===== src/rtl/atl_pkg.sv =====
// ----------------------------------------------------------------------------
// atl_pkg
// Types, codes and helpers shared by the assembler token lexer modules.
// ----------------------------------------------------------------------------
package atl_pkg;

    localparam int QUEUE_DEPTH_DEF = 4;
    localparam int MAX_RESULTS     = 4;

    localparam logic [2:0] K_BYTE      = 3'd0;
    localparam logic [2:0] K_TOKEN_END = 3'd1;
    localparam logic [2:0] K_LINE_END  = 3'd2;
    localparam logic [2:0] K_DONE      = 3'd3;
    localparam logic [2:0] K_ERROR     = 3'd4;

    localparam logic [1:0] E_UNCLOSED  = 2'd0;
    localparam logic [1:0] E_ESCAPE    = 2'd1;
    localparam logic [1:0] E_HEX       = 2'd2;

    typedef struct packed {
        logic [7:0] source_byte;
        logic       end_of_source;
    } t_source;

    typedef struct packed {
        logic [2:0] kind;
        logic [7:0] value;
        logic [1:0] error_code;
        logic       last;
    } t_result;

    // All results caused by one source byte, oldest in slot 0
    typedef struct packed {
        logic [2:0]                   count;
        t_result [MAX_RESULTS-1:0]    res;
    } t_bundle;

    // Append one result; extra results beyond the bundle size are dropped
    function automatic t_bundle f_put(t_bundle b, logic [2:0] kind, logic [7:0] value,
                                      logic [1:0] err);
        t_bundle r;
        r = b;
        if (b.count < 3'(MAX_RESULTS)) begin
            r.res[b.count[1:0]] = '{kind: kind, value: value, error_code: err, last: 1'b0};
            r.count = b.count + 3'd1;
        end
        return r;
    endfunction

endpackage


===== src/rtl/atl_front.sv =====
// ----------------------------------------------------------------------------
// atl_front
// Classifies each source byte, updates the lexer state and builds the bundle
// of results that the byte causes.
// ----------------------------------------------------------------------------
module atl_front (
    input  logic              i_clk,
    input  logic              i_rst_n,
    input  logic              i_accept,
    input  atl_pkg::t_source  i_item,
    output logic              o_push,
    output atl_pkg::t_bundle  o_bundle
);
    import atl_pkg::*;

    typedef enum logic [2:0] {
        MODE_NORMAL,
        MODE_COMMENT,
        MODE_STRING,
        MODE_ESCAPE,
        MODE_HEX,
        MODE_FAILED
    } t_mode;

    localparam logic [7:0] CH_LF     = 8'h0A;
    localparam logic [7:0] CH_SEMI   = 8'h3B;
    localparam logic [7:0] CH_DQUOTE = 8'h22;
    localparam logic [7:0] CH_SQUOTE = 8'h27;
    localparam logic [7:0] CH_BSLASH = 8'h5C;
    localparam logic [7:0] CH_U      = 8'h75;

    t_mode       r_mode, n_mode;
    logic        r_quote_dbl, n_quote_dbl;
    logic        r_token_open, n_token_open;
    logic        r_line_tok, n_line_tok;
    logic [11:0] r_hex_acc, n_hex_acc;
    logic [1:0]  r_hex_cnt, n_hex_cnt;

    logic [7:0]  b;
    logic [15:0] cp;
    logic        esc_ok;
    logic [7:0]  esc_val;
    logic        hex_ok;
    logic [3:0]  hex_dig;
    logic        failed_now;
    t_bundle     bun;

    always_comb begin
        esc_ok  = 1'b1;
        esc_val = 8'h00;
        case (b)
            8'h61:     esc_val = 8'h07;
            8'h62:     esc_val = 8'h08;
            8'h66:     esc_val = 8'h0C;
            8'h6E:     esc_val = 8'h0A;
            8'h72:     esc_val = 8'h0D;
            8'h74:     esc_val = 8'h09;
            8'h76:     esc_val = 8'h0B;
            CH_SQUOTE: esc_val = CH_SQUOTE;
            CH_DQUOTE: esc_val = CH_DQUOTE;
            CH_BSLASH: esc_val = CH_BSLASH;
            default:   esc_ok  = 1'b0;
        endcase
    end

    always_comb begin
        hex_ok  = 1'b1;
        hex_dig = 4'h0;
        if (b inside {[8'h30:8'h39]}) begin
            hex_dig = b[3:0];
        end else if (b inside {[8'h61:8'h66], [8'h41:8'h46]}) begin
            hex_dig = b[3:0] + 4'd9;
        end else begin
            hex_ok = 1'b0;
        end
    end

    assign b  = i_item.source_byte;
    assign cp = {r_hex_acc, hex_dig};

    always_comb begin
        bun          = '0;
        failed_now   = 1'b0;
        n_mode       = r_mode;
        n_quote_dbl  = r_quote_dbl;
        n_token_open = r_token_open;
        n_line_tok   = r_line_tok;
        n_hex_acc    = r_hex_acc;
        n_hex_cnt    = r_hex_cnt;

        case (r_mode)
            MODE_COMMENT: begin
                if (b == CH_LF) begin
                    if (n_token_open) bun = f_put(bun, K_TOKEN_END, 8'h00, 2'd0);
                    if (n_line_tok) bun = f_put(bun, K_LINE_END, 8'h00, 2'd0);
                    n_token_open = 1'b0;
                    n_line_tok   = 1'b0;
                    n_mode       = MODE_NORMAL;
                end
            end
            MODE_STRING: begin
                if (b == (r_quote_dbl ? CH_DQUOTE : CH_SQUOTE)) begin
                    if (n_token_open) bun = f_put(bun, K_TOKEN_END, 8'h00, 2'd0);
                    n_token_open = 1'b0;
                    n_mode       = MODE_NORMAL;
                end else if (b == CH_BSLASH) begin
                    n_mode = MODE_ESCAPE;
                end else begin
                    bun = f_put(bun, K_BYTE, b, 2'd0);
                end
            end
            MODE_ESCAPE: begin
                if (b == CH_U) begin
                    n_hex_acc = '0;
                    n_hex_cnt = '0;
                    n_mode    = MODE_HEX;
                end else if (esc_ok) begin
                    bun    = f_put(bun, K_BYTE, esc_val, 2'd0);
                    n_mode = MODE_STRING;
                end else begin
                    bun        = f_put(bun, K_ERROR, 8'h00, E_ESCAPE);
                    failed_now = 1'b1;
                end
            end
            MODE_HEX: begin
                if (!hex_ok) begin
                    bun        = f_put(bun, K_ERROR, 8'h00, E_HEX);
                    failed_now = 1'b1;
                end else if (r_hex_cnt == 2'd3) begin
                    // Fourth digit: encode the code point as UTF-8
                    if (cp[15:7] == '0) begin
                        bun = f_put(bun, K_BYTE, {1'b0, cp[6:0]}, 2'd0);
                    end else if (cp[15:11] == '0) begin
                        bun = f_put(bun, K_BYTE, {3'b110, cp[10:6]}, 2'd0);
                        bun = f_put(bun, K_BYTE, {2'b10, cp[5:0]}, 2'd0);
                    end else begin
                        bun = f_put(bun, K_BYTE, {4'b1110, cp[15:12]}, 2'd0);
                        bun = f_put(bun, K_BYTE, {2'b10, cp[11:6]}, 2'd0);
                        bun = f_put(bun, K_BYTE, {2'b10, cp[5:0]}, 2'd0);
                    end
                    n_hex_acc = '0;
                    n_hex_cnt = '0;
                    n_mode    = MODE_STRING;
                end else begin
                    n_hex_acc = {r_hex_acc[7:0], hex_dig};
                    n_hex_cnt = r_hex_cnt + 2'd1;
                end
            end
            MODE_FAILED: begin
            end
            default: begin
                if (b == CH_SEMI) begin
                    if (n_token_open) bun = f_put(bun, K_TOKEN_END, 8'h00, 2'd0);
                    n_token_open = 1'b0;
                    n_mode       = MODE_COMMENT;
                end else if (b == CH_LF) begin
                    if (n_token_open) bun = f_put(bun, K_TOKEN_END, 8'h00, 2'd0);
                    if (n_line_tok) bun = f_put(bun, K_LINE_END, 8'h00, 2'd0);
                    n_token_open = 1'b0;
                    n_line_tok   = 1'b0;
                end else if (b inside {8'h20, [8'h09:8'h0D]}) begin
                    if (n_token_open) bun = f_put(bun, K_TOKEN_END, 8'h00, 2'd0);
                    n_token_open = 1'b0;
                end else if (b == CH_DQUOTE || b == CH_SQUOTE) begin
                    if (n_token_open) bun = f_put(bun, K_TOKEN_END, 8'h00, 2'd0);
                    bun          = f_put(bun, K_BYTE, b, 2'd0);
                    n_quote_dbl  = (b == CH_DQUOTE);
                    n_token_open = 1'b1;
                    n_line_tok   = 1'b1;
                    n_mode       = MODE_STRING;
                end else begin
                    bun          = f_put(bun, K_BYTE, b, 2'd0);
                    n_token_open = 1'b1;
                    n_line_tok   = 1'b1;
                end
            end
        endcase

        if (failed_now) begin
            bun.res[bun.count[1:0] - 2'd1].last = 1'b1;
            n_mode = MODE_FAILED;
        end else if (i_item.end_of_source && n_mode != MODE_FAILED) begin
            if (n_mode inside {MODE_STRING, MODE_ESCAPE, MODE_HEX}) begin
                bun = f_put(bun, K_ERROR, 8'h00, E_UNCLOSED);
            end else begin
                // Close whatever is open; an open comment ends like a newline
                if (n_token_open) bun = f_put(bun, K_TOKEN_END, 8'h00, 2'd0);
                if (n_line_tok) bun = f_put(bun, K_LINE_END, 8'h00, 2'd0);
                bun = f_put(bun, K_DONE, 8'h00, 2'd0);
            end
            bun.res[bun.count[1:0] - 2'd1].last = 1'b1;
        end

        if (i_item.end_of_source) begin
            n_mode       = MODE_NORMAL;
            n_quote_dbl  = 1'b0;
            n_token_open = 1'b0;
            n_line_tok   = 1'b0;
            n_hex_acc    = '0;
            n_hex_cnt    = '0;
        end
    end

    always_ff @(posedge i_clk) begin
        if (!i_rst_n) begin
            r_mode       <= MODE_NORMAL;
            r_quote_dbl  <= 1'b0;
            r_token_open <= 1'b0;
            r_line_tok   <= 1'b0;
            r_hex_acc    <= '0;
            r_hex_cnt    <= '0;
        end else if (i_accept) begin
            r_mode       <= n_mode;
            r_quote_dbl  <= n_quote_dbl;
            r_token_open <= n_token_open;
            r_line_tok   <= n_line_tok;
            r_hex_acc    <= n_hex_acc;
            r_hex_cnt    <= n_hex_cnt;
        end
    end

    assign o_push   = i_accept && (bun.count != 3'd0);
    assign o_bundle = bun;

endmodule


===== src/rtl/atl_queue.sv =====
// ----------------------------------------------------------------------------
// atl_queue
// Short queue of result bundles between the classifier and the serializer.
// ----------------------------------------------------------------------------
module atl_queue #(
    parameter int DEPTH = atl_pkg::QUEUE_DEPTH_DEF
) (
    input  logic              i_clk,
    input  logic              i_rst_n,
    input  logic              i_push,
    input  atl_pkg::t_bundle  i_data,
    output logic              o_full,
    output logic              o_valid,
    output atl_pkg::t_bundle  o_data,
    input  logic              i_pop
);
    import atl_pkg::*;

    localparam int PW = $clog2(DEPTH);
    localparam int CW = $clog2(DEPTH + 1);

    t_bundle         r_mem [DEPTH];
    logic [PW-1:0]   r_wr_ptr, r_rd_ptr;
    logic [CW-1:0]   r_count;
    logic            do_push, do_pop;

    assign o_full  = (r_count == CW'(DEPTH));
    assign o_valid = (r_count != '0);
    assign o_data  = r_mem[r_rd_ptr];
    assign do_push = i_push && !o_full;
    assign do_pop  = i_pop && o_valid;

    always_ff @(posedge i_clk) begin
        if (do_push) begin
            r_mem[r_wr_ptr] <= i_data;
        end
    end

    always_ff @(posedge i_clk) begin
        if (!i_rst_n) begin
            r_wr_ptr <= '0;
            r_rd_ptr <= '0;
            r_count  <= '0;
        end else begin
            if (do_push) begin
                r_wr_ptr <= (r_wr_ptr == PW'(DEPTH - 1)) ? '0 : r_wr_ptr + PW'(1);
            end
            if (do_pop) begin
                r_rd_ptr <= (r_rd_ptr == PW'(DEPTH - 1)) ? '0 : r_rd_ptr + PW'(1);
            end
            if (do_push && !do_pop) begin
                r_count <= r_count + CW'(1);
            end else if (do_pop && !do_push) begin
                r_count <= r_count - CW'(1);
            end
        end
    end

endmodule


===== src/rtl/atl_back.sv =====
// ----------------------------------------------------------------------------
// atl_back
// Walks the head bundle one result per cycle into the output register if free.
// ----------------------------------------------------------------------------
module atl_back (
    input  logic              i_clk,
    input  logic              i_rst_n,
    input  logic              i_valid,
    input  atl_pkg::t_bundle  i_data,
    output logic              o_pop,
    output logic              o_empty,
    output atl_pkg::t_result  o_result,
    input  logic              i_pop
);
    import atl_pkg::*;

    logic [1:0] r_idx;
    logic       r_out_valid;
    t_result    r_out;
    logic       load;
    logic       at_end;

    assign load   = i_valid && (!r_out_valid || i_pop);
    assign at_end = ({1'b0, r_idx} == i_data.count - 3'd1);
    assign o_pop  = load && at_end;

    always_ff @(posedge i_clk) begin
        if (load) begin
            r_out <= i_data.res[r_idx];
        end
    end

    always_ff @(posedge i_clk) begin
        if (!i_rst_n) begin
            r_idx       <= '0;
            r_out_valid <= 1'b0;
        end else begin
            if (load) begin
                r_out_valid <= 1'b1;
                r_idx       <= at_end ? 2'd0 : r_idx + 2'd1;
            end else if (i_pop) begin
                r_out_valid <= 1'b0;
            end
        end
    end

    assign o_empty  = !r_out_valid;
    assign o_result = r_out;

endmodule


===== src/rtl/assembler_token_lexer.sv =====
// Path: each result passes through the bundle queue and then the output register.
// Throughput: one source byte per cycle while each byte causes at most one result;
// the serializer delivers one result per cycle while the receiver pops; a byte with
// several results is a burst, which the classifier-to-serializer bundle queue absorbs.
// Reset: synchronous active-low i_rst_n clears lexer state, queue and output valid.
// ----------------------------------------------------------------------------
// assembler_token_lexer
// Splits assembly source bytes into token bytes, token and line ends, done and errors.
// ----------------------------------------------------------------------------
module assembler_token_lexer #(
    parameter int QUEUE_DEPTH = atl_pkg::QUEUE_DEPTH_DEF
) (
    input  logic              i_clk,
    input  logic              i_rst_n,
    input  logic              push,
    output logic              full,
    input  atl_pkg::t_source  i_item,
    output logic              empty,
    input  logic              pop,
    output atl_pkg::t_result  o_result
);
    import atl_pkg::*;

    logic    accept;
    logic    q_push, q_full, q_valid, q_pop;
    t_bundle f_bundle, q_data;

    assign full   = q_full;
    assign accept = push && !q_full;

    atl_front u_front (
        .i_clk    (i_clk),
        .i_rst_n  (i_rst_n),
        .i_accept (accept),
        .i_item   (i_item),
        .o_push   (q_push),
        .o_bundle (f_bundle)
    );

    atl_queue #(
        .DEPTH (QUEUE_DEPTH)
    ) u_queue (
        .i_clk   (i_clk),
        .i_rst_n (i_rst_n),
        .i_push  (q_push),
        .i_data  (f_bundle),
        .o_full  (q_full),
        .o_valid (q_valid),
        .o_data  (q_data),
        .i_pop   (q_pop)
    );

    atl_back u_back (
        .i_clk    (i_clk),
        .i_rst_n  (i_rst_n),
        .i_valid  (q_valid),
        .i_data   (q_data),
        .o_pop    (q_pop),
        .o_empty  (empty),
        .o_result (o_result),
        .i_pop    (pop)
    );

`ifndef SYNTHESIS
    a_last_kind: assert property (@(posedge i_clk) disable iff (!i_rst_n)
        (!empty && o_result.last) |-> (o_result.kind == K_DONE || o_result.kind == K_ERROR))
        else $error("last flag on a non-final result kind");

    a_error_last: assert property (@(posedge i_clk) disable iff (!i_rst_n)
        (!empty && o_result.kind == K_ERROR) |-> o_result.last)
        else $error("error result without last flag");

    a_reset_empty: assert property (@(posedge i_clk)
        (i_rst_n && $past(!i_rst_n)) |-> empty)
        else $error("result shown right after reset");

    a_bundle_count: assert property (@(posedge i_clk) disable iff (!i_rst_n)
        q_valid |-> (q_data.count != 3'd0 && q_data.count <= 3'(MAX_RESULTS)))
        else $error("queued bundle has bad result count");
`endif

endmodule


===== config.mk =====
export PLATFORM = sky130hd
export DESIGN_NAME = assembler_token_lexer
export DESIGN_NICKNAME = d
export VERILOG_FILES = /design/src/rtl/atl_pkg.sv /design/src/rtl/atl_front.sv /design/src/rtl/atl_queue.sv /design/src/rtl/atl_back.sv /design/src/rtl/assembler_token_lexer.sv
export SDC_FILE = /design/constraint.sdc
export NUM_CORES = 1
export LEC_CHECK = 0
export BUFFER_PORTS_ARGS = -buffer_cell sky130_fd_sc_hd__buf_2
export CAP_MARGIN = 15
export CORE_ASPECT_RATIO = 0.9
export CORE_UTILIZATION = 35
export CTS_BUF_LIST = sky130_fd_sc_hd__clkbuf_2 sky130_fd_sc_hd__clkbuf_4 sky130_fd_sc_hd__clkbuf_8
export CTS_CLUSTER_DIAMETER = 30
export DETAILED_ROUTE_END_ITERATION = 7
export GPL_TIMING_DRIVEN = 0
export HOLD_SLACK_MARGIN = 0.05
export SETUP_SLACK_MARGIN = 0.02
export SYNTH_ARGS = -nofsm -noshare
export SYNTH_HDL_FRONTEND = slang
export SYNTH_HIERARCHICAL = 1
export SYNTH_SLANG_ARGS = --single-unit

===== constraint.sdc =====
create_clock -name i_clk -period 20.1 [get_ports i_clk]
set_clock_uncertainty 0.1 [all_clocks]
set_input_delay 3.015 -clock i_clk [delete_from_list [all_inputs] [get_ports i_clk]]
set_output_delay 3.015 -clock i_clk [all_outputs]
set_load 0.03 [all_outputs]

# Word-level counts from Yosys, hierarchy flattened

Memory sizes are Yosys's and may differ from the RTL's. A register that Yosys moved wholly into a read port is not among the register bits.
Index checks and enable logic that the tools add are counted.

Add/subtract/negate cells: 19
$lt $le $gt $ge: 40
Equality and inequality tests: 35
Multiply operators: 0
Div/mod/pow operators: 0
Reduce and logical (&&, ||, !) cells: 47
Shifts and indexed selects: 0
Bitwise gates (word level): 18
Multiplexer cells: 170

Operator list:

| operator                                                               | number |
|---|---|
| 59-bit two-way mux                                                     | 49 |
| 56-bit bitwise mux                                                     | 6 |
| 14-bit demux with 2-bit select                                         | 11 |
| 59-bit one-hot mux with 5 select lines                                 | 1 |
| 14-bit two-way mux                                                     | 21 |
| 52-bit bitwise AND                                                     | 5 |
| 52-bit NOT                                                             | 5 |
| 57-bit two-way mux                                                     | 2 |
| 3-bit two-way mux                                                      | 27 |
| 8-bit by 7-bit equality test with 1-bit output (second input constant) | 9 |
| 7-bit one-hot mux with 10 select lines                                 | 1 |
| 56-bit two-way mux                                                     | 1 |
| 48-bit bitwise AND                                                     | 1 |
| 12-bit two-way mux                                                     | 4 |
| 48-bit NOT                                                             | 1 |
| 2-bit by 3-bit < comparator with 1-bit output (second input constant)  | 12 |
| 8-bit by 6-bit equality test with 1-bit output (second input constant) | 4 |
| 3-bit by 1-bit adder with 3-bit output (second input constant)         | 10 |
| 1-bit two-way mux                                                      | 29 |
| 14-bit binary-select mux with 2-bit select                             | 1 |
| 3-bit < comparator (second input constant)                             | 9 |
| 1-bit logical AND                                                      | 24 |
| 12-bit one-hot mux with 2 select lines                                 | 1 |
| 2-bit by 1-bit >= comparator with 1-bit output (second input constant) | 11 |
| other kinds (41)                                                       | 84 |

Output and inout bits: 16
Memory bits (writable): 236
Bits in registers: 44
Input bits: 13
Memory bits (read-only): 0
Logic and storage cells: 345
Memories kept: 1
Latch bits: 0

Memories:

| name          | depth | bits a word | read ports | clocked after Yosys merged registers in | wr ports | RTL line        | RTL |
|---|---|---|---|---|---|---|---|
| u_queue.r_mem | 4     | 59          | 1          | 1                                       | 1        | atl_queue.sv:22 | `t_bundle r_mem [DEPTH];` |

# Depth between registers and ports, before layout

Gate-level depths: netlist of the first run.

Word-level depth: 76
Mapped depth: 28
Depth with buffers taken out: 25

# Cells and area by module

The synthesis of the first run kept the hierarchy.

By module, submodules not included:

| module                | area an instance (um^2) | instances | seq. area each (um^2) | cells each |
|---|---|---|---|---|
| atl_queue             | 9002.4                  | 1         | 7267.0                | 360 |
| atl_front             | 3407.0                  | 1         | 400.4                 | 493 |
| atl_back              | 997.2                   | 1         | 480.5                 | 56 |
| assembler_token_lexer | 13.8                    | 1         | 0.0                   | 1 |

# Worst setup path after synthesis of the first run

No wires, ideal clock.

Path type: input -> register
Start point: input i_item[1] (netlist bit)
End point: memory u_queue/r_mem[0][0] (netlist bit), enable pin
Arrival: 9061 ps
Buffers on the path: 3
Stages: 23
Setup slack: 10516 ps
Library setup time: 423 ps
Required time: 19577 ps
Cells stage by stage: clkbuf_1 > inv_1 > ha_1 > nor3b_1 > or3_4 > nand3_2 > inv_2 > or4_4 > nor2_4 > inv_1 > ha_1 > nand2_1 > buf_2 > and2_1 > xor2_1 > ha_1 > a21boi_0 > o2111a_1 > a211oi_1 > o31a_1 > nor2b_1 > clkbuf_1 > and2_1

RTL lines:

| what               | RTL line                    | RTL |
|---|---|---|
| start: declaration | assembler_token_lexer.sv:17 | `input atl_pkg::t_source i_item,` |
| end: declaration   | atl_queue.sv:22             |  |

==> results.txt, run 1 <==
----------------------------------------------------
[Critical path]
  R2r startpoint ... u_front/r_token_open
  Largest fanout on the critical path ... 10
  Kind of capture point of the worst setup path ... flip-flop
  Data arrival time of the worst path ... 10.24 ns
  Buf+Inv Stages, Crit Path ... 6
  Delay of the slowest critical-path stage ... 0.55 ns
  Most prevalent standard cell on the critical path ... ha_1
  Data required time at the worst endpoint ... 20.51 ns
  Largest delay contributor family on the critical path ... compound AO/OA/AOI/OAI gates
  Worst setup SP type ... input port
  Cell with the largest stage delay on the worst path ... o211ai_1
  Setup CP Type ... in -> reg
  Start point of the critical path ... i_item[1]

[Clock network]
  Number of buffers inserted by post-CTS setup repair ... 0
  Skew-Pair Late Insertion Delay ... 0.59 ns
  Sink count of the clock tree ... 282
  Clock slew at reported path FFs ... 0.05 ns
  TritonCTS clock tree ... done
  Number of hold buffers added after CTS ... 0
  Maximum count of clock buffers along a single path ... 3
  Clock buffer count from CTS ... 59
  H-tree depth ... 2
  Clock root buffer master ... clkbuf_8
  Resized cells post-CTS ... 0

[Place]
  Final HPWL DP ... 21300 um
  IO buf count ... 25
  RePlAce Congestion ... 0.907

[Flow run]
  # Max-Cap Violations ... 0

[Routing]
  Residual DRC ... 0
  DRT Wirelength ... 31800 um
  Average via count per standard cell ... 5.37
  Vias ... 8307
  Number of detailed-route iterations in the first pass ... 5
  Antenna viol nets, final ... 0
  Post-DR wirelength/cell ... 20.5 um
  Number of DRC violations after detailed-routing iteration 0 ... 642

[STA]
  Total negative slack ... 0 ns
  Final hold viol count ... 0
  Post-route clock period utilization ... 0.489
  RSZ-0062 raised after global routing ... no
  Final Slew Violations ... 0
  Maximum frequency from static timing analysis ... 102 MHz
  Slew headroom ... 0.281
  Transition time at the pin with the least slew margin ... 1.07 ns
  Crit path time final ... 9.83 ns
  # setup viols final ... 0

[Die]
  Height of the die ... 188 um
  Full die area ... 39100 sq um
  Rows ... 67
  Chip Width ... 208 um
  Initial Util ... 0.358
  IO Count ... 29
  Placeable core region ... 37500 sq um

[Worst hold path]
  Critical hold path startpoint ... u_front/r_hex_cnt[1]
  Min-delay worst type ... reg -> reg

[Cells and area]
  Utilization after layout ... 0.419
  Sequential cell area ... 8150 sq um
  Layout-stage area growth over the synthesis result ... 17.0%
  Nets ... 1061
  Fraction of layout instances using a drive strength above 1 ... 0.247
  Filler Cells Inserted ... 3361
  Multi-input gate area ... 4850 sq um

[Power and ir drop]
  Power density of the placed cells ... 118 nW/um^2
  VDD IR-drop max ... 0.0000518 V
  Part of the total power dissipated in the clock network ... 0.370
  Share of total power in combinational logic ... 0.210
  Leakage ... 5.32 nW
  Net switching fraction of the power ... 0.275
  Net load switching power ... 0.000511 W
  Int Power ... 0.00134 W
  Reg power frac ... 0.419

[Logic synthesis]
  Avg Cell Area, Syn ... 14.7 sq um
  Most instantiated library cell after synthesis ... edfxtp_1
  Synth Flop Type ... edfxtp_1
  Dominant cells by area after synthesis ... edfxtp_1, mux4_2, dfxtp_1
  Seq/Total Area, Yosys ... 0.607
  Unique masters post-synth ... 83
  Asr flop ratio synth ... 0
  Top-area cell type share of the netlist area ... 0.559
  Post-synthesis register bit count ... 282
  Post-Synthesis Cells ... 910
  Combined area of all synthesized cells ... 13400 sq um
  Commonest cells in the synthesized netlist ... edfxtp_1, mux4_2, nand2_1, nor2_1, a21oi_1
  Cell taking the most area after synthesis ... edfxtp_1
  Total of warnings raised by yosys ... 6
  Post-synth EDFFs ... 250

[Global routing]
  Vias in the first global route ... 8193
  Maximum number of pins on one net before global-route repair ... 57
  Antenna violations before repair ... 0
  Global routing usage summed across all routing layers ... 0.163
  Wire length of the first global-routing pass ... 48800 um
  Overflow left after global routing ... 0

[Outcome]
  Status ... complete, no violations

----------------------------------------------------
[sequential cells by signal (all words and copies together) (netlist names), named ones only]
name / count
u_queue/r_mem: 236
u_back/o_result: 14
u_front/r_hex_acc: 12
u_front/r_mode: 3
u_queue/r_count: 3
u_back/r_idx: 2
u_front/r_hex_cnt: 2
u_queue/r_rd_ptr: 2
u_queue/r_wr_ptr: 2
u_back/r_out_valid: 1
u_front/r_line_tok: 1
u_front/r_quote_dbl: 1
u_front/r_token_open: 1
[per-layer routing]
layer / part of all wire / routed length (um) / global-route usage
met1: 0.46 / 14700 / 0.234
met2: 0.46 / 14700 / 0.254
met3: 0.057 / 1810 / 0.0281
met4: 0.018 / 581 / 0.0479
met5: 0 / 0 / 0
[stage by stage]
step / area (sq um) / cells / power [W] / worst slack [ns] / hold WS (ns)
2_1_floorplan: 13500 / 925 / 0.00106 / 10.52 / 0.345
3_3_place_gp: 14200 / 1433 / 0.00118 / 8.17 / 0.360
3_5_place_dp: 14300 / 1438 / 0.00119 / 9.67 / 0.371
4_1_cts: 15700 / 1547 / 0.00188 / 10.29 / 0.383
5_1_grt: 15700 / 1547 / 0.00194 / 9.68 / 0.415
6_report: 15700 / 1548 / 0.00186 / 10.27 / 0.378
[cell type report]
cell class,instances,share of cell area
sequential,282,0.519
multi-input combinational,559,0.309
buffer,59,0.0251
antenna,1,0.000159
timing repair buffer,30,0.0143
inverter,25,0.00597
tap,483,0.0385
clock inverter,34,0.0275
clock buffer,75,0.0609
[worst reg2reg max path, cell delays in order (launching register included)]
cell and delay, ns:
dfxtp_1 0.44, clkbuf_1 0.37, inv_1 0.14, ha_1 0.40, nor2_1 0.06, nand2_1 0.08, o311ai_0 0.12, or4_4 0.58
nor2_4 0.26, inv_1 0.18, ha_1 0.31, nand2_1 0.15, buf_2 0.23, and2_1 0.23, mux2i_1 0.27, ha_1 0.26
a21boi_0 0.15, o2111a_1 0.27, a211oi_1 0.49, o31a_1 0.23, nor2b_1 0.12, clkbuf_1 0.33, ha_1 0.25, inv_1 0.06
fa_1 0.37, xor2_1 0.18, or3_1 0.30, a21boi_0 0.17
[layout by cell type (no fill, tap or decap), types with 12 or more instances in the layout]
| master | Yosys | layout |
|---|---|---|
| a21boi_0 | 18 | 18 |
| a21oi_1 | 43 | 43 |
| buf_2 | 12 | 37 |
| buf_4 | 21 | 21 |
| clkbuf_1 | 19 | 19 |
| clkbuf_4 | 0 | 12 |
| clkbuf_8 | 0 | 63 |
| conb_1 | 1 | 16 |
| dfxtp_1 | 32 | 32 |
| edfxtp_1 | 250 | 250 |
| ha_1 | 31 | 31 |
| inv_1 | 22 | 22 |
| mux4_2 | 65 | 65 |
| nand2_1 | 58 | 58 |
| nand3_1 | 16 | 16 |
| nor2_1 | 50 | 50 |
| nor2b_1 | 15 | 15 |
| nor3_1 | 21 | 21 |
| o21ai_0 | 28 | 28 |
[cell families (layout without fill, tap and decap cells)]
| family | count (synthesis) | after routing | synth area share |
|---|---|---|---|
| flops | 282 | 282 | 0.607 |
| simple gates | 249 | 249 | 0.103 |
| compound gates | 170 | 170 | 0.0853 |
| buf+inv | 84 | 223 | 0.0364 |
| mux | 79 | 79 | 0.129 |
| fa+ha+maj | 32 | 32 | 0.0304 |
| xor+xnor | 13 | 13 | 0.00848 |
| other cells | 1 | 17 | 0.000279 |
[worst paths after layout]
| path | to | slack (ns) | depth (start not counted) |
|---|---|---|---|
| worst min-delay path | u_front/r_hex_cnt[1] | 0.38 | 2 |
| worst min register to register | u_front/r_hex_cnt[1] | 0.38 | 2 |
| worst max-delay path | u_queue/r_count[2] | 10.27 | 27 |
| worst max register to register | u_queue/r_count[2] | 12.91 | 27 |
[power groups by stage]
stage | sequential (W) | combinational (W) | clock [W]
floorplan | 0.000820 | 0.000244 | 0
global placement | 0.000796 | 0.000381 | 0
detailed placement | 0.000791 | 0.000396 | 0
CTS | 0.000779 | 0.000398 | 0.000703
global route | 0.000785 | 0.000425 | 0.000730
finish | 0.000778 | 0.000390 | 0.000687
(Power assumes the default switching activity.)
==> inputs of run 2 (changes only) <==
--- a/config.mk
+++ b/config.mk
@@ -5,6 +5,7 @@
 export SDC_FILE = /design/constraint.sdc
 export NUM_CORES = 1
 export LEC_CHECK = 0
+export ABC_AREA = 1
 export BUFFER_PORTS_ARGS = -buffer_cell sky130_fd_sc_hd__buf_2
 export CAP_MARGIN = 15
 export CORE_ASPECT_RATIO = 0.9
==> constraint.sdc (replaced) <==
create_clock -name i_clk -period 8.95 [get_ports i_clk]
set_clock_uncertainty 0.1 [all_clocks]
set_input_delay 1.3425 -clock i_clk [delete_from_list [all_inputs] [get_ports i_clk]]
set_output_delay 1.3425 -clock i_clk [all_outputs]
set_load 0.03 [all_outputs]
==> run 2 against run 1 <==
Compared with the run above: sequential power grew 120%; critical path depth up 5; synthesized area rose by 2.7%; first-iteration DRC count up 64%; register-to-register slack got worse by 9.8 ns; largest power group unchanged; largest cell class unchanged; count of clock-buffer cells in the layout decreased by 7; critical path type unchanged; routed wire length rose by 18%; sequential share of layout area shrank 0.99 points; via count rose by 24%.
==> results.txt, run 2 <==
----------------------------------------------------
[Outcome]
  Status ... complete, no violations

[Critical path]
  Largest fanout on the critical path ... 26 (+16)
  Largest delay contributor family on the critical path ... simple AND/OR/NAND/NOR gates
  Delay of the slowest critical-path stage ... 0.82 ns (+0.27 ns)
  Data required time at the worst endpoint ... 9.14 ns (-11.37 ns)
  Cell with the largest stage delay on the worst path ... nor2_4
  Setup CP Type ... in -> reg
  Logic depth of the worst setup path including buffers ... 32 (+19%)
  Worst setup SP type ... input port
  Data arrival time of the worst path ... 7.07 ns (-3.17 ns)
  Worst R2R Path Depth ... 24 (-11%)
  Kind of capture point of the worst setup path ... flip-flop
  Buf+Inv Stages, Crit Path ... 7 (+1)
  Most prevalent standard cell on the critical path ... nand2_1

[Global routing]
  Maximum number of pins on one net before global-route repair ... 28 (-51%)
  Wire length of the first global-routing pass ... 57000 um (+17%)
  Overflow left after global routing ... 0 (unchanged)
  Vias in the first global route ... 9854 (+20%)
  Antenna violations before repair ... 1 (+1)
  Global routing usage summed across all routing layers ... 0.187 (+0.0234)

[Clock network]
  Resized cells post-CTS ... 0 (unchanged)
  TritonCTS clock tree ... done
  Number of buffers inserted by post-CTS setup repair ... 0 (unchanged)
  H-tree depth ... 2 (unchanged)
  Clock buffer count from CTS ... 56 (-5.1%)
  Maximum count of clock buffers along a single path ... 3 (unchanged)
  Clock root buffer master ... clkbuf_8
  Number of hold buffers added after CTS ... 0 (unchanged)
  Clock slew at reported path FFs ... 0.05 ns (about the same)
  Skew-Pair Late Insertion Delay ... 0.60 ns (about the same)
  Sink count of the clock tree ... 282 (unchanged)

[Logic synthesis]
  Post-Synthesis Cells ... 1319 (+45%)
  Seq/Total Area, Yosys ... 0.591 (-0.0158)
  Post-synthesis compound-gate area fraction ... 0.146 (+0.0602)
  Most instantiated library cell after synthesis ... edfxtp_1
  Unique masters post-synth ... 57 (-31%)
  Dominant cells by area after synthesis ... edfxtp_1, o21ai_0, nor2_1
  Asr flop ratio synth ... 0 (unchanged)
  Dominant combinational cell family by area after synthesis ... simple AND/OR/NAND/NOR gates
  Avg Cell Area, Syn ... 10.4 sq um (-29%)
  Combined area of all synthesized cells ... 13800 sq um (+2.7%)
  Total of warnings raised by yosys ... 6 (unchanged)
  Post-synthesis adder-cell area fraction ... 0.0296 (-0.000792)
  Basic-gate share of the synthesized area counting and, or, nand and nor cells ... 0.164 (+0.0613)
  Share of cell area taken by muxes after synthesis ... 0 (-0.129)
  Synth Flop Type ... edfxtp_1
  Cell taking the most area after synthesis ... edfxtp_1
  Commonest cells in the synthesized netlist ... edfxtp_1, nor2_1, o21ai_0, nand2_1, inv_1
  Top-area cell type share of the netlist area ... 0.545 (-0.0146)
  Post-synth EDFFs ... 250 (unchanged)
  Xor/xnor cell area share of the yosys netlist ... 0.00254 (-0.00594)
  Post-synthesis register bit count ... 282 (unchanged)

[Place]
  Worst slack, placed ... 1.46 ns (-8.21 ns)
  IO buf count ... 26 (+4.0%)
  Final HPWL DP ... 26400 um (+24%)
  RePlAce Congestion ... 0.905 (-0.23%)
  Number of cells after detailed placement ... 1893 (+32%)

[Die]
  Initial Util ... 0.358 (-0.000624)
  Full die area ... 40200 sq um (+2.6%)
  Rows ... 68 (+1.5%)
  Height of the die ... 190 um (+1.3%)
  Placeable core region ... 38500 sq um (+2.9%)
  IO Count ... 29 (unchanged)
  Chip Width ... 211 um (+1.3%)

[Routing]
  Post-DR wirelength/cell ... 18.8 um (-8.4%)
  Residual DRC ... 0 (unchanged)
  Antenna viol nets, final ... 0 (unchanged)
  DRT Wirelength ... 37500 um (+18%)
  Number of DRC violations after detailed-routing iteration 0 ... 1050 (+64%)
  Vias ... 10300 (+24%)
  Average via count per standard cell ... 5.17 (-3.7%)
  Number of detailed-route iterations in the first pass ... 5 (unchanged)

[Power and ir drop]
  Power density of the placed cells ... 270 nW/um^2 (+130%)
  Leakage ... 6.00 nW (+13%)
  VDD IR-drop max ... 0.000133 V (+160%)
  Power, Total ... 0.00432 W (+130%)

[STA]
  Final critical-path setup slack ... 2.07 ns (-8.20 ns)
  Maximum frequency from static timing analysis ... 145 MHz
  # setup viols final ... 0 (unchanged)
  Total negative slack ... 0 ns (unchanged)
  Final Slew Violations ... 0 (unchanged)
  Final hold viol count ... 0 (unchanged)
  Post-route clock period utilization ... 0.769
  RSZ-0062 raised after global routing ... no
  Crit path time final ... 6.88 ns
  Transition time at the pin with the least slew margin ... 0.945 ns (-0.125 ns)
  Slew headroom ... 0.369 (+0.0881)

[Cells and area]
  Register with the most flip-flops ... u_queue/r_mem
  Post-route non-filler standard cell count ... 1992 (+29%)
  Utilization after layout ... 0.415 (-0.00368)
  Fraction of layout instances using a drive strength above 1 ... 0.202 (-0.0447)
  Filler Cells Inserted ... 3691 (+9.8%)
  Layout-stage area growth over the synthesis result ... 16.2%
  Largest register FFs ... 236 (unchanged)
  Antenna cell count ... 0 (-1)
  Most frequent cells in the layout ... edfxtp_1, nor2_1, o21ai_0
  Most common cell after layout, fill and taps aside ... edfxtp_1
  Nets ... 1471 (+39%)

[Flow run]
  # Max-Cap Violations ... 0 (unchanged)

[Worst hold path]
  Min-delay worst type ... reg -> reg
  Hold Crit Depth ... 2 (unchanged)

----------------------------------------------------
[run 2: kinds of logic (layout without fill, tap and decap cells)]
logic type                 Yosys count  in the layout
adders and majority gates           32             32
other                                1             16
buffers and inverters              190            323
xor gates and xnor gates             4              4
AOI/OAI and AO/OA                  339            339
DFF                                282            282
and+or+nand+nor                    471            471
[run 2: layout make-up]
type	count	area, sq um	area share
sequential	282	8150	0.509
multi-input combinational	862	4800	0.300
clock buffer	68	873	0.0545
tap	525	657	0.0410
buffer	72	465	0.0291
inverter	118	453	0.0283
clock inverter	31	312	0.0195
timing repair buffer	34	305	0.0191
[run 2: worst register-to-register path, stage by stage (launching register included)]
cell,delay [ns]
dfxtp_1,0.49
nand2_2,0.17
nor2_2,0.30
nand4_1,0.38
nand3_1,0.37
inv_1,0.17
ha_1,0.32
nand2_1,0.09
nand2_2,0.08
ha_1,0.29
inv_1,0.03
nand2_1,0.07
nand2_1,0.10
ha_1,0.28
inv_1,0.05
nor2_1,0.04
nor2_1,0.09
nand2_1,0.10
nand3_2,0.10
a21oi_1,0.07
a21oi_1,0.30
nand2_1,0.34
nor2_4,0.82
buf_16,0.26
buf_16,0.19
[run 2: per-stage QoR]
stage	hold WS, ns	instance area [sq um]
floorplan	0.345	13800
global placement	0.356	14600
detailed placement	0.368	14800
CTS	0.376	16000
global route	0.397	16000
finish	0.375	16000
[run 2: worst paths after layout]
path                                              to  slack, ns            startpoint
worst min register to register  u_front/r_hex_cnt[1]       0.37  u_front/r_hex_cnt[1]
worst min-delay path            u_front/r_hex_cnt[1]       0.37  u_front/r_hex_cnt[1]
worst max register to register  u_queue/r_mem[1][19]       3.07     u_front/r_mode[2]
worst max-delay path            u_queue/r_mem[1][19]       2.07             i_item[2]
[run 2: report_power, final]
| part | total [W] | switching [W] | internal [W] |
|---|---|---|---|
| Combinational | 0.00123 | 0.000875 | 0.000358 |
| Clock | 0.00135 | 0.000558 | 0.000794 |
| Sequential | 0.00173 | 0.0000591 | 0.00168 |
| Total | 0.00432 | 0.00149 | 0.00283 |
[run 2: layer usage]
metal	global-route usage	wire, um	vias up
met4	0.0610	923	2
met5	0	13	-
met3	0.0346	2610	67
li1	-	-	4849
met2	0.298	17200	398
met1	0.256	16800	4982
